## src/design/gvr_pkg.sv

```systemverilog
// Shared constants, types and table functions for the gamma rejection step.
`timescale 1ns / 1ps
package gvr_pkg;

  localparam int UNIFORM_BITS = 32;
  localparam logic [31:0] UNIFORM_MASK = 32'((64'd1 << UNIFORM_BITS) - 64'd1);

  localparam int LOG_STEPS = 24;
  localparam int LOG_LAT   = LOG_STEPS + 1;
  localparam int EXP_STEPS = 24;
  localparam int EXP_LAT   = EXP_STEPS + 4;
  localparam int PIPE_LAST = LOG_LAT + 4 + EXP_LAT + 1;

  localparam logic [23:0] LN2_Q24     = 24'd11629080;
  localparam logic [24:0] LOG2E_Q24   = 25'd24204406;
  localparam logic [57:0] SQUEEZE_Q24 = 58'd42011447;
  localparam logic [31:0] LOG2_96_Q24 = 32'h6000_0000;
  localparam logic [24:0] LN4_Q16     = 25'd90852;
  localparam logic [40:0] CAND_MAX    = 41'd1 << 40;
  localparam logic [24:0] ONE_Q16     = 25'd65536;

  typedef struct packed {
    logic [23:0]        shape;
    logic [31:0]        inv;
    logic signed [24:0] offset;
    logic [24:0]        slope;
  } gvr_terms_t;

  localparam gvr_terms_t TERMS_RESET = '{
    shape:  24'd65536,
    inv:    32'd65536,
    offset: -25'sd25316,
    slope:  25'd131072
  };

  typedef struct packed {
    logic signed [55:0] sterm;
    logic signed [31:0] lnz;
    logic [31:0]        zq;
  } gvr_side_t;

  function automatic logic [63:0] isqrt64(input logic [63:0] x);
    logic [63:0] v;
    logic [63:0] res;
    logic [63:0] b;
    v   = x;
    res = '0;
    b   = 64'd1 << 62;
    for (int i = 0; i < 32; i++) begin
      if (b > v) b = b >> 2;
    end
    for (int i = 0; i < 32; i++) begin
      if (b != 64'd0) begin
        if (v >= res + b) begin
          v   = v - (res + b);
          res = (res >> 1) + b;
        end else begin
          res = res >> 1;
        end
        b = b >> 2;
      end
    end
    return res;
  endfunction

  function automatic logic [30:0] pow2_tab(input int idx);
    logic [63:0] t;
    t = isqrt64(64'd1 << 61);
    for (int j = 1; j <= idx; j++) begin
      t = isqrt64(t << 30);
    end
    return t[30:0];
  endfunction

  function automatic logic [31:0] norm_uniform(input logic [31:0] raw);
    return (raw & UNIFORM_MASK) << (32 - UNIFORM_BITS);
  endfunction

endpackage

```

## src/design/gvr_derive.sv

```systemverilog
// Shape register and sequential derivation of the envelope terms.
`timescale 1ns / 1ps
module gvr_derive
  import gvr_pkg::*;
(
  input  logic        clk_i,
  input  logic        rst_ni,
  input  logic        cfg_valid_i,
  output logic        cfg_ready_o,
  input  logic [23:0] cfg_data_i,
  output gvr_terms_t  terms_o
);

  localparam logic [1:0] ST_IDLE = 2'd0;
  localparam logic [1:0] ST_SQRT = 2'd1;
  localparam logic [1:0] ST_DIV  = 2'd2;

  logic [1:0]  state_q;
  logic [5:0]  cnt_q;
  gvr_terms_t  terms_q;

  logic [23:0] a_q;
  logic [40:0] rad_q;
  logic [20:0] root_q;
  logic [20:0] aa_q;
  logic [20:0] rem_q;
  logic [32:0] quo_q;

  logic [23:0] a_in;
  logic [24:0] two_a;
  logic        big_in;
  logic [20:0] trial;
  logic [41:0] trial_sq;
  logic [20:0] root_d;
  logic [21:0] rem_sh;
  logic        q_bit;
  logic [20:0] rem_d;
  logic [32:0] quo_d;
  logic        cfg_xfer;

  assign cfg_ready_o = (state_q == ST_IDLE);
  assign cfg_xfer    = cfg_valid_i && cfg_ready_o;
  assign terms_o     = terms_q;

  assign a_in   = (cfg_data_i == 24'd0) ? 24'd1 : cfg_data_i;
  assign two_a  = {a_in, 1'b0};
  assign big_in = ({1'b0, a_in} > ONE_Q16);

  assign trial    = root_q | (21'd1 << cnt_q[4:0]);
  assign trial_sq = trial * trial;
  assign root_d   = (trial_sq <= {1'b0, rad_q}) ? trial : root_q;

  assign rem_sh = {rem_q, (cnt_q == 6'd32)};
  assign q_bit  = (rem_sh >= {1'b0, aa_q});
  assign rem_d  = q_bit ? 21'(rem_sh - {1'b0, aa_q}) : rem_sh[20:0];
  assign quo_d  = {quo_q[31:0], q_bit};

  always_ff @(posedge clk_i or negedge rst_ni) begin
    if (!rst_ni) begin
      state_q <= ST_IDLE;
      cnt_q   <= '0;
      terms_q <= TERMS_RESET;
    end else begin
      case (state_q)
        ST_IDLE: begin
          if (cfg_xfer) begin
            if (big_in) begin
              state_q <= ST_SQRT;
              cnt_q   <= 6'd20;
            end else begin
              state_q <= ST_DIV;
              cnt_q   <= 6'd32;
            end
          end
        end
        ST_SQRT: begin
          if (cnt_q == 6'd0) begin
            state_q <= ST_DIV;
            cnt_q   <= 6'd32;
          end else begin
            cnt_q <= cnt_q - 6'd1;
          end
        end
        ST_DIV: begin
          if (cnt_q == 6'd0) begin
            state_q       <= ST_IDLE;
            terms_q.shape <= a_q;
            terms_q.inv   <= quo_d[32] ? 32'hFFFF_FFFF : quo_d[31:0];
            terms_q.offset <= $signed({1'b0, a_q}) - $signed(LN4_Q16);
            terms_q.slope <= {1'b0, a_q} + {4'd0, aa_q};
          end else begin
            cnt_q <= cnt_q - 6'd1;
          end
        end
        default: begin
          state_q <= ST_IDLE;
        end
      endcase
    end
  end

  always_ff @(posedge clk_i) begin
    case (state_q)
      ST_IDLE: begin
        if (cfg_xfer) begin
          a_q    <= a_in;
          rad_q  <= {25'(two_a - ONE_Q16), 16'd0};
          root_q <= '0;
          aa_q   <= a_in[20:0];
          rem_q  <= '0;
          quo_q  <= '0;
        end
      end
      ST_SQRT: begin
        root_q <= root_d;
        if (cnt_q == 6'd0) begin
          aa_q <= root_d;
        end
      end
      ST_DIV: begin
        rem_q <= rem_d;
        quo_q <= quo_d;
      end
      default: begin
        root_q <= root_q;
      end
    endcase
  end

endmodule

```

## config.mk

```make
export PLATFORM = sky130hd
export DESIGN_NAME = gvr_derive
export DESIGN_NICKNAME = d
export VERILOG_FILES = /design/src/design/gvr_pkg.sv /design/src/design/gvr_derive.sv
export SDC_FILE = /design/constraint.sdc
export NUM_CORES = 1
export LEC_CHECK = 0
export ABC_AREA = 1
export BUFFER_PORTS_ARGS = -buffer_cell sky130_fd_sc_hd__buf_2
export CAP_MARGIN = 20
export CORE_MARGIN = 1.5
export CORE_UTILIZATION = 63
export CTS_CLUSTER_SIZE = 12
export DETAILED_ROUTE_END_ITERATION = 10
export PLACE_DENSITY = 0.85
export SLEW_MARGIN = 15
export SYNTH_ARGS = -nofsm -noshare
export SYNTH_HDL_FRONTEND = slang
export SYNTH_SLANG_ARGS = --single-unit
```

## constraint.sdc

```tcl
create_clock -name clk_i -period 11.94 [get_ports clk_i]
set_clock_uncertainty 0.15 [all_clocks]
set_input_delay 1.194 -clock clk_i [delete_from_list [all_inputs] [get_ports clk_i]]
set_output_delay 1.194 -clock clk_i [all_outputs]
set_load 0.05 [all_outputs]
```

-- After elaboration in Yosys (flattened, before gate mapping)
Index checks and enable logic that the tools add are counted.
- add/subtract/negate cells: 5
- divide/modulo/power cells: 0
- shift operators: 1
- multipliers: 1
- multiplexer cells: 22
- bitwise gates (word level): 1
- equality and inequality tests: 7
- reduce and logical (&&, ||, !) cells: 14
- magnitude comparators: 3
- operators by type and width (kind ; count):
    $pmux W21 S2 ; 3
    $mux W21 ; 5
    $mux W32 ; 2
    $pmux W32 S2 ; 1
    $le A42 B41 Y1 ; 1
    $mul A21 B21 Y42 ; 1
    $add A24 B21 Y25 ; 1
    $sub A24 B17 Y25 const B ; 1
    $sub A25 B17 Y25 const B ; 1
    $gt A24 B17 Y1 const B ; 1
    $logic_not A24 Y1 ; 1
    $mux W24 ; 1
    $mux W6 ; 4
    $ge A22 B21 Y1 ; 1
    $or A21 B21 Y21 ; 1
    $shl A1 B5 Y21 const A ; 1
    $sub A21 B21 Y21 ; 1
    $pmux W6 S3 ; 1
    $reduce_and A3 Y1 ; 3
    $mux W2 ; 4
    $reduce_and A2 Y1 ; 4
    $eq A6 B6 Y1 const B ; 1
    $logic_not A6 Y1 ; 1
    $ne A2 B2 Y1 const B ; 3
    9 further kinds ; 10
- RAM bits: 0
- flip-flop bits (word level): 258
- logic and storage cells: 66
- bits in latches: 0
- bits in read-only memories: 0
- memories kept: 0

-- Longest topological paths before layout
Gate-level depths: netlist (run 1).
- depth in word-level cells: 7
- depth in mapped cells: 48

-- Least setup slack after synthesis (run 1)
OpenSTA, ideal clock, no wires.
- kind: reg2reg
- start: reg cnt_q[1]
- end: reg aa_q[9], data pin
- cell stages (with the launch flop): 41
- slack: 3405 ps
- period minus slack after synthesis: 8535 ps
- data required time: 11659 ps
- data arrival time: 8254 ps
- path buffers: 3
- cells stage by stage: dfrtp_1 -> inv_1 -> ha_1 -> inv_1 -> nor2_1 -> a21oi_1 -> inv_1 -> clkbuf_1 -> buf_1 -> nand2_1 -> fa_1 -> fa_1 -> fa_1 -> fa_1 -> fa_1 -> fa_1 -> fa_1 -> inv_1 -> [5 not listed] -> a21oi_1 -> o21ai_0 -> a21oi_1 -> xnor2_1 -> ha_1 -> nand2_1 -> nor3b_1 -> nand3_1 -> nor2_1 -> nand4_1 -> nor2_1 -> nand3b_1 -> nor2_2 -> nand3_2 -> buf_6 -> nand3_2 -> nand2_1 -> nand2_1
- word-level cells in the longest chain between the ends: 7
- RTL lines (what ; RTL line ; source):
    start: declaration ; gvr_derive.sv:19 ; logic [5:0] cnt_q;
    start signal: assignment ; gvr_derive.sv:81 ; cnt_q <= cnt_q - 6'd1;
    start signal: assignment ; gvr_derive.sv:92 ; cnt_q <= cnt_q - 6'd1;
    $shl A1 B5 Y21 (*) ; gvr_derive.sv:49 ; assign trial = root_q | (21'd1 << cnt_q[4:0]);
    $or A21 B21 Y21 (*) ; gvr_derive.sv:49 ;
    $mul A21 B21 Y42 ; gvr_derive.sv:50 ; assign trial_sq = trial * trial;
    $le A42 B41 Y1 ; gvr_derive.sv:51 ; assign root_d = (trial_sq <= {1'b0, rad_q}) ? trial : root_q;
    $mux W21 (*) ; gvr_derive.sv:51 ;
    $mux W21 (*) ; gvr_derive.sv:116 ; if (cnt_q == 6'd0) begin
    $pmux W21 S2 (*) ; gvr_derive.sv:103 ; case (state_q)
    end signal: assignment ; gvr_derive.sv:109 ; aa_q <= a_in[20:0];
    end signal: assignment ; gvr_derive.sv:117 ; aa_q <= root_d;
    end: declaration ; gvr_derive.sv:25 ; logic [20:0] aa_q;
Mark *: on every way between the ends. The rest lies on a longest branch, timed or not. The select of a mux whose other input is x is not followed.
A chain may end at the register's enable or synchronous reset.

-- Final worst setup path (run 1)
- start: reg cnt_q[0]
- end: reg aa_q[12], data pin
The elaborated chain is that of the path after synthesis.

==> flow_summary_export.csv, run 1 <==
group,metric,value,unit
outcome,status,"complete, no violations",
timing,grt_setup_unrepaired,"no",
clock_tree,cts_tree,"done",
worst_setup_path,crit_type,"reg2reg",
timing,tightest_slew,1.18,ns
timing,period_minus_slack,10.50,ns
floorplanning,num_rows,74,
floorplanning,start_util,0.637,
timing,setup_tns,0,ns
global_route,grt_pass1_vias,21950,
clock_tree,clk_pin_slew,0.06,ns
clock_tree,cts_buffer_depth,3,
yosys,synth_fp_nets,3627,
place,io_buffers,133,
routing,postRouteAntennaNets,0,
yosys,ys_types,56,
run,drv_cap,0,
routing,via_per_inst,5.66,
worst_setup_path,worst_ep_required_time,12.20,ns
worst_hold_path,min-delay-path-class,"reg2reg",
clock_tree,post_cts_buffers,0,
floorplanning,core,40600,um2
yosys,syn_inst,3064,
worst_setup_path,start_kind,"register",
clock_tree,clock_sinks,240,
global_route,grt_max_degree,106,
yosys,yosysWarnings,0,
global_route,antenna_found_initial,4,
worst_setup_path,cp_max_fo,21,
yosys,ys_ff_latch,240,
worst_setup_path,path_buf_inv,7,
timing,finalCritPeriodShare,0.879,
timing,relSlewSlack,0.215,
worst_setup_path,endpoint_kind,"register",
clock_tree,hold_buffers,0,
floorplanning,io_pins,134,
routing,drt_iter0_drc,2022,
final_layout,nNetsFinal,3697,
worst_setup_path,critPathTopFamily,"adder cells",
worst_setup_path,cp_slowest_cell,"clkinv_1",
clock_tree,numCtsBuffers,25,
floorplanning,fp.dieH,206,um
timing,finalSetupViolCount,0,
yosys,async_reset_ff_frac,0.467,
yosys,synth_edf_count,128,
floorplanning,die_w,206,um
global_route,grt_overflow_total,0,
yosys,avgSynthCellArea,8.45,um2
worst_setup_path,cpPeakStageDelay,0.79,ns
timing,max_freq,0.0953,GHz
global_route,track_usage,0.331,
clock_tree,cts_root_buf,"clkbuf_16",
routing,drt_first_pass_iters,5,
worst_setup_path,crit_arrival,10.76,ns
yosys,netlist_area,25900,um2
place,gp_congestion,0.958,
clock_tree,post_cts_resized,0,
clock_tree,clk_latency,0.54,ns
yosys,synth-main-ff-cell,"edfxtp_1",
yosys,ys_seq_area_frac,0.258,
timing,hold_slack,0.284,ns
final_layout,layout-drive-gt1-share,0.0825,
global_route,grt_first_pass_wirelength,110000,um
floorplanning,dieArea,42300,um2
timing,hold_viol,0,
worst_setup_path,cpMostUsedCell,"fa_1",
final_layout,area.growth.synth_to_final,7.00,%
place,dp_hpwl,53200,um
routing,drc,0,
timing,slew_violations,0,
clock_tree,htree_levels,1,
routing,wl_per_cell,18.5,um
routing,drt-total-wl,68400,um
routing,vias,20889,
[cell families after synthesis]
group | synth area share
flops | 0.258
xor+xnor | 0.0288
buf+inv | 0.125
simple gates | 0.162
fa+ha+maj | 0.350
mux | 0.000435
compound gates | 0.0761
[cell usage in the layout (no fill, tap or decap), types with 6 or more instances in the layout]
master	n
inv_1	725
nand2_1	691
fa_1	315
ha_1	221
a21oi_1	143
nor2_1	141
buf_2	132
o21ai_0	129
edfxtp_1	128
dfrtp_1	92
nand3_1	69
xor2_1	49
xnor2_1	36
clkbuf_16	25
nand3_2	22
buf_4	21
dfstp_2	20
a31oi_1	17
nor3_1	17
clkbuf_1	17
nand4_1	14
o21ai_1	14
o211ai_1	12
a21o_1	11
nand2_2	10
inv_2	7
nor4_1	7
o21bai_1	6
nand3b_1	6
[metal layers]
metal / share of wire / vias to the layer above / track usage
li1: - / 9505 / -
met1: 0.38 / 10205 / 0.411
met2: 0.50 / 981 / 0.581
met3: 0.079 / 198 / 0.0447
met4: 0.043 / 0 / 0.135
met5: 0 / - / 0
[sequential cells by signal, summed over array words and instances (netlist names)]
signal	cells
a_q	24
aa_q	21
rem_q	21
root_q	21
rad_q	9
cnt_q	6
state_q	2
quo_q	32
terms_o	104
[path summary, 6_finish.rpt]
check	from	to	cells past startpoint	slack, ns
setup / recovery	cnt_q[0]$_DFFE_PN0P_	aa_q[12]$_DFFE_PP_	39	1.44
hold / removal	a_q[23]$_DFFE_PP_	terms_o[49]$_DFFE_PN1P_	1	0.28
setup reg to reg	cnt_q[0]$_DFFE_PN0P_	aa_q[12]$_DFFE_PP_	39	1.44
hold reg to reg	a_q[23]$_DFFE_PP_	terms_o[49]$_DFFE_PN1P_	1	0.28
max in group asynchronous	rst_ni	terms_o[83]$_DFFE_PN0P_	2	9.76
min in group asynchronous	rst_ni	terms_o[58]$_DFFE_PN0P_	1	0.48
[metrics by stage]
| step | instances | area (um2) | utilization | setup WS [ns] |
|---|---|---|---|---|
| floorplan | 3064 | 25900 | - | 3.41 |
| global placement | 3637 | 26900 | 0.662 | 1.93 |
| detailed placement | 3638 | 26900 | 0.663 | 1.60 |
| CTS | 3684 | 27700 | 0.681 | 1.54 |
| global route | 3689 | 27700 | 0.681 | 0.907 |
| finish | 3689 | 27700 | 0.681 | 1.44 |
[cell type report]
type                    instances  area [um2]
repair buffers                155         861
clock inverters                 3        30.0
flip-flops and latches        240        6670
well taps                     532         666
diodes                          4        10.0
fillers                      3139       12900
clock buffers                  43         703
multi-input cells            1977       16000
inverters                     735        2760
[synth_stat cells, types with 2 or more instances]
| library cell | number | share of area |
|---|---|---|
| clkbuf_1 | 96 | 0.014 |
| xnor2_1 | 36 | 0.012 |
| nand2_2 | 10 | 0.0024 |
| buf_4 | 3 | 0.00087 |
| o21a_1 | 4 | 0.0012 |
| o21ai_1 | 14 | 0.0027 |
| o21bai_1 | 6 | 0.0017 |
| fa_1 | 315 | 0.24 |
| nand4_1 | 14 | 0.0034 |
| o2111ai_1 | 3 | 0.0010 |
| o221ai_1 | 3 | 0.0010 |
| a21oi_1 | 144 | 0.028 |
| nand3b_1 | 6 | 0.0017 |
| xor2_1 | 49 | 0.017 |
| o21ai_0 | 129 | 0.025 |
| nor2_2 | 2 | 0.00048 |
| buf_2 | 4 | 0.00077 |
| nor3b_1 | 2 | 0.00058 |
| a221oi_1 | 3 | 0.0010 |
| nor3_1 | 17 | 0.0033 |
| inv_2 | 6 | 0.00087 |
| a21boi_0 | 4 | 0.0012 |
| dfstp_2 | 20 | 0.020 |
| or2_2 | 3 | 0.00073 |
| buf_6 | 4 | 0.0017 |
| a31oi_1 | 17 | 0.0041 |
| dfrtp_1 | 92 | 0.089 |
| inv_1 | 727 | 0.11 |
| edfxtp_1 | 128 | 0.15 |
| clkinv_1 | 2 | 0.00029 |
| nor4_1 | 7 | 0.0017 |
| o22ai_1 | 2 | 0.00048 |
| nand3_2 | 22 | 0.0085 |
| nand2_4 | 4 | 0.0017 |
| ha_1 | 221 | 0.11 |
| a21o_1 | 11 | 0.0032 |
| and3_1 | 2 | 0.00048 |
| nand2_1 | 691 | 0.10 |
| buf_1 | 4 | 0.00058 |
| nand3_1 | 69 | 0.013 |
| nor2_1 | 142 | 0.021 |
| o211ai_1 | 12 | 0.0035 |
Power of run 1 is not shown: default switching activity piles up to over one toggle a cycle in this logic, so the estimate is an artifact.
==> run 2: changes to the inputs <==
--- a/config.mk
+++ b/config.mk
@@ -5,9 +5,7 @@
 export SDC_FILE = /design/constraint.sdc
 export NUM_CORES = 1
 export LEC_CHECK = 0
-export ABC_AREA = 1
 export BUFFER_PORTS_ARGS = -buffer_cell sky130_fd_sc_hd__buf_2
-export CAP_MARGIN = 20
 export CORE_MARGIN = 1.5
 export CORE_UTILIZATION = 63
 export CTS_CLUSTER_SIZE = 12
==> flow_summary_export.csv, run 2 <==
group,metric,value,unit
final_layout,final_common_cell,"inv_1",
final_layout,layout-drive-gt1-share,0.100,
place,dp.cells,3179,
timing,grt_setup_unrepaired,"no",
timing,max_freq,0.0876,GHz
timing,setup_tns,0,ns
yosys,yosysWarnings,0,
clock_tree,clk_latency,0.55,ns
floorplanning,core,38700,um2
yosys,synth_edf_count,128,
routing,wl_per_cell,21.3,um
yosys,ys_types,68,
yosys,yosys.area.top_type_share,0.255,
place,place_area,26100,um2
floorplanning,io_pins,134,
floorplanning,die_w,201,um
yosys,synth-main-ff-cell,"edfxtp_1",
timing,hold_viol,0,
final_layout,final_area,26900,um2
clock_tree,cts_root_buf,"clkbuf_16",
worst_setup_path,crit_start,"cnt_q[0]$_DFFE_PN0P_",
place,io_buffers,133,
worst_setup_path,worst_ep_required_time,12.18,ns
run,drv_cap,0,
place,gp_congestion,0.966,
clock_tree,numCtsBuffers,25,
clock_tree,cts_buffer_depth,3,
yosys,avgSynthCellArea,9.60,um2
worst_setup_path,cpMostUsedCell,"inv_1",
clock_tree,htree_levels,1,
worst_setup_path,cp_max_fo,21,
yosys,synth_xor_area_frac,0.0322,
routing,drt_first_pass_iters,8,
floorplanning,fp.dieH,201,um
routing,postRouteAntennaNets,0,
global_route,grt_overflow_total,0,
timing,finalSetupViolCount,0,
worst_setup_path,cpPeakStageDelay,0.63,ns
yosys,synth_mux_area_frac,0.00692,
global_route,grt_max_degree,126,
timing,finalCritPeriodShare,0.956,
yosys,synth-adder-area-share,0.366,
timing,tightest_slew,1.09,ns
final_layout,nNetsFinal,3253,
yosys,synth_compound_area_frac,0.115,
yosys,synth_area_leaders,"fa_1 (25%), edfxtp_1 (16%), ha_1 (11%)",
global_route,grt_pass1_vias,20708,
worst_hold_path,hp-start,"terms_o[96]$_DFFE_PN0P_",
clock_tree,hold_buffers,0,
final_layout,largest_register_ffs,104,
timing,relSlewSlack,0.273,
final_layout,final.fill_count,2775,
yosys,netlist_area,24800,um2
global_route,antenna_found_initial,3,
yosys,synth_most_common_cell,"inv_1",
yosys,netlist_top_cells_count,"inv_1 (460), fa_1 (315), nand2_1 (249), nor2_1 (249), ha_1 (221)",
yosys,syn_inst,2581,
yosys,synth_fp_nets,3144,
final_layout,final_cell_mix,"inv_1 (457), fa_1 (315), nor2_1 (248)",
routing,drt-total-wl,68900,um
worst_setup_path,crit_type,"reg2reg",
yosys,synth_top_family_by_area,"adder cells",
floorplanning,num_rows,72,
yosys,ys_seq_area_frac,0.269,
routing,vias,19520,
routing,via_per_inst,6.05,
final_layout,instances_no_fill,3229,
routing,drc,0,
clock_tree,cts_tree,"done",
global_route,grt_first_pass_wirelength,110000,um
worst_setup_path,r2r-start,"cnt_q[0]$_DFFE_PN0P_",
final_layout,area.growth.synth_to_final,8.71,%
worst_setup_path,start_kind,"register",
place,dp_hpwl,53200,um
worst_setup_path,endpoint_kind,"register",
routing,drt_iter0_drc,1707,
floorplanning,start_util,0.639,
worst_hold_path,min-delay-path-class,"reg2reg",
clock_tree,clock_sinks,240,
yosys,yosysTopAreaCell,"fa_1",
yosys,async_reset_ff_frac,0.467,
worst_setup_path,crit_arrival,11.66,ns
outcome,status,"complete, no violations",
floorplanning,dieArea,40500,um2
yosys,yosys.area_share.simple,0.123,
clock_tree,clk_pin_slew,0.07,ns
worst_setup_path,cp_slowest_cell,"or4b_1",
timing,period_minus_slack,11.42,ns
yosys,ys_ff_latch,240,
global_route,track_usage,0.347,
timing,slew_violations,0,
run 2: cell types whose count changed after synthesis, sizes merged, moves of 18 or more:
cell | previous run | this run
nor2 | 146 | 249
xnor2 | 36 | 60
nor2b | 0 | 18
o211a | 0 | 20
inv | 733 | 460
nand2 | 705 | 249
xor2 | 49 | 31
and2 | 0 | 39
o21ai | 144 | 109
a21oi | 144 | 113
a21o | 11 | 57
nand3 | 91 | 22
run 2: cell families after synthesis:
| logic type | after synthesis |
|---|---|
| adders and majority gates | 536 |
| muxes | 17 |
| xor gates and xnor gates | 91 |
| buffers and inverters | 566 |
| AOI/OAI and AO/OA | 439 |
| DFF | 240 |
| and+or+nand+nor | 692 |
run 2: per-layer routing:
layer	wire length [um]	up-vias	GRT usage
li1	-	8586	-
met5	14	-	0
met4	3590	2	0.173
met3	6150	243	0.0671
met1	26100	9613	0.441
met2	33100	1076	0.573
run 2: per-stage QoR:
| stage | hold slack, ns | util | setup WS (ns) |
|---|---|---|---|
| after global placement | 0.304 | 0.673 | 0.711 |
| after floorplan | 0.305 | - | 1.61 |
| after detailed placement | 0.314 | 0.673 | 0.189 |
| after CTS | 0.328 | 0.693 | 0.122 |
| after global routing | 0.345 | 0.695 | 0.00273 |
| final | 0.324 | 0.695 | 0.520 |
run 2: layout make-up:
class | count | area, um2 | share of cell area
clock buffer | 42 | 731 | 0.0271
timing repair buffer | 182 | 1050 | 0.0389
multi-input combinational | 1775 | 16000 | 0.595
antenna | 2 | 5.00 | 0.000186
clock inverter | 4 | 36.3 | 0.00135
inverter | 466 | 1760 | 0.0655
sequential | 240 | 6670 | 0.248
tap | 518 | 648 | 0.0241
run 2: worst paths after layout:
check | cells past startpoint | end | slack [ns]
setup / recovery | 39 | aa_q[3]$_DFFE_PP_ | 0.52
hold / removal | 2 | terms_o[96]$_DFFE_PN0P_ | 0.32
setup reg to reg | 39 | aa_q[3]$_DFFE_PP_ | 0.52
hold reg to reg | 2 | terms_o[96]$_DFFE_PN0P_ | 0.32
max in group asynchronous | 2 | state_q[0]$_DFFE_PN0P_ | 9.77
min in group asynchronous | 1 | terms_o[102]$_DFFE_PN0P_ | 0.51
run 2: what timing repair did:
action | in CTS | in global routing
resized for setup | 0 | 16
setup buffers | 0 | 2
setup endpoints to repair | 0 | 42
run 2: worst max-delay path: cells and delay by family, from the launching register on:
family | cells | cell delay, ns
buf+inv | 7 | 0.75
compound gates | 14 | 3.29
xor+xnor | 1 | 0.12
simple gates | 7 | 2.31
flops | 1 | 0.43
fa+ha+maj | 10 | 4.21
Power of run 2 is left out for the same reason.
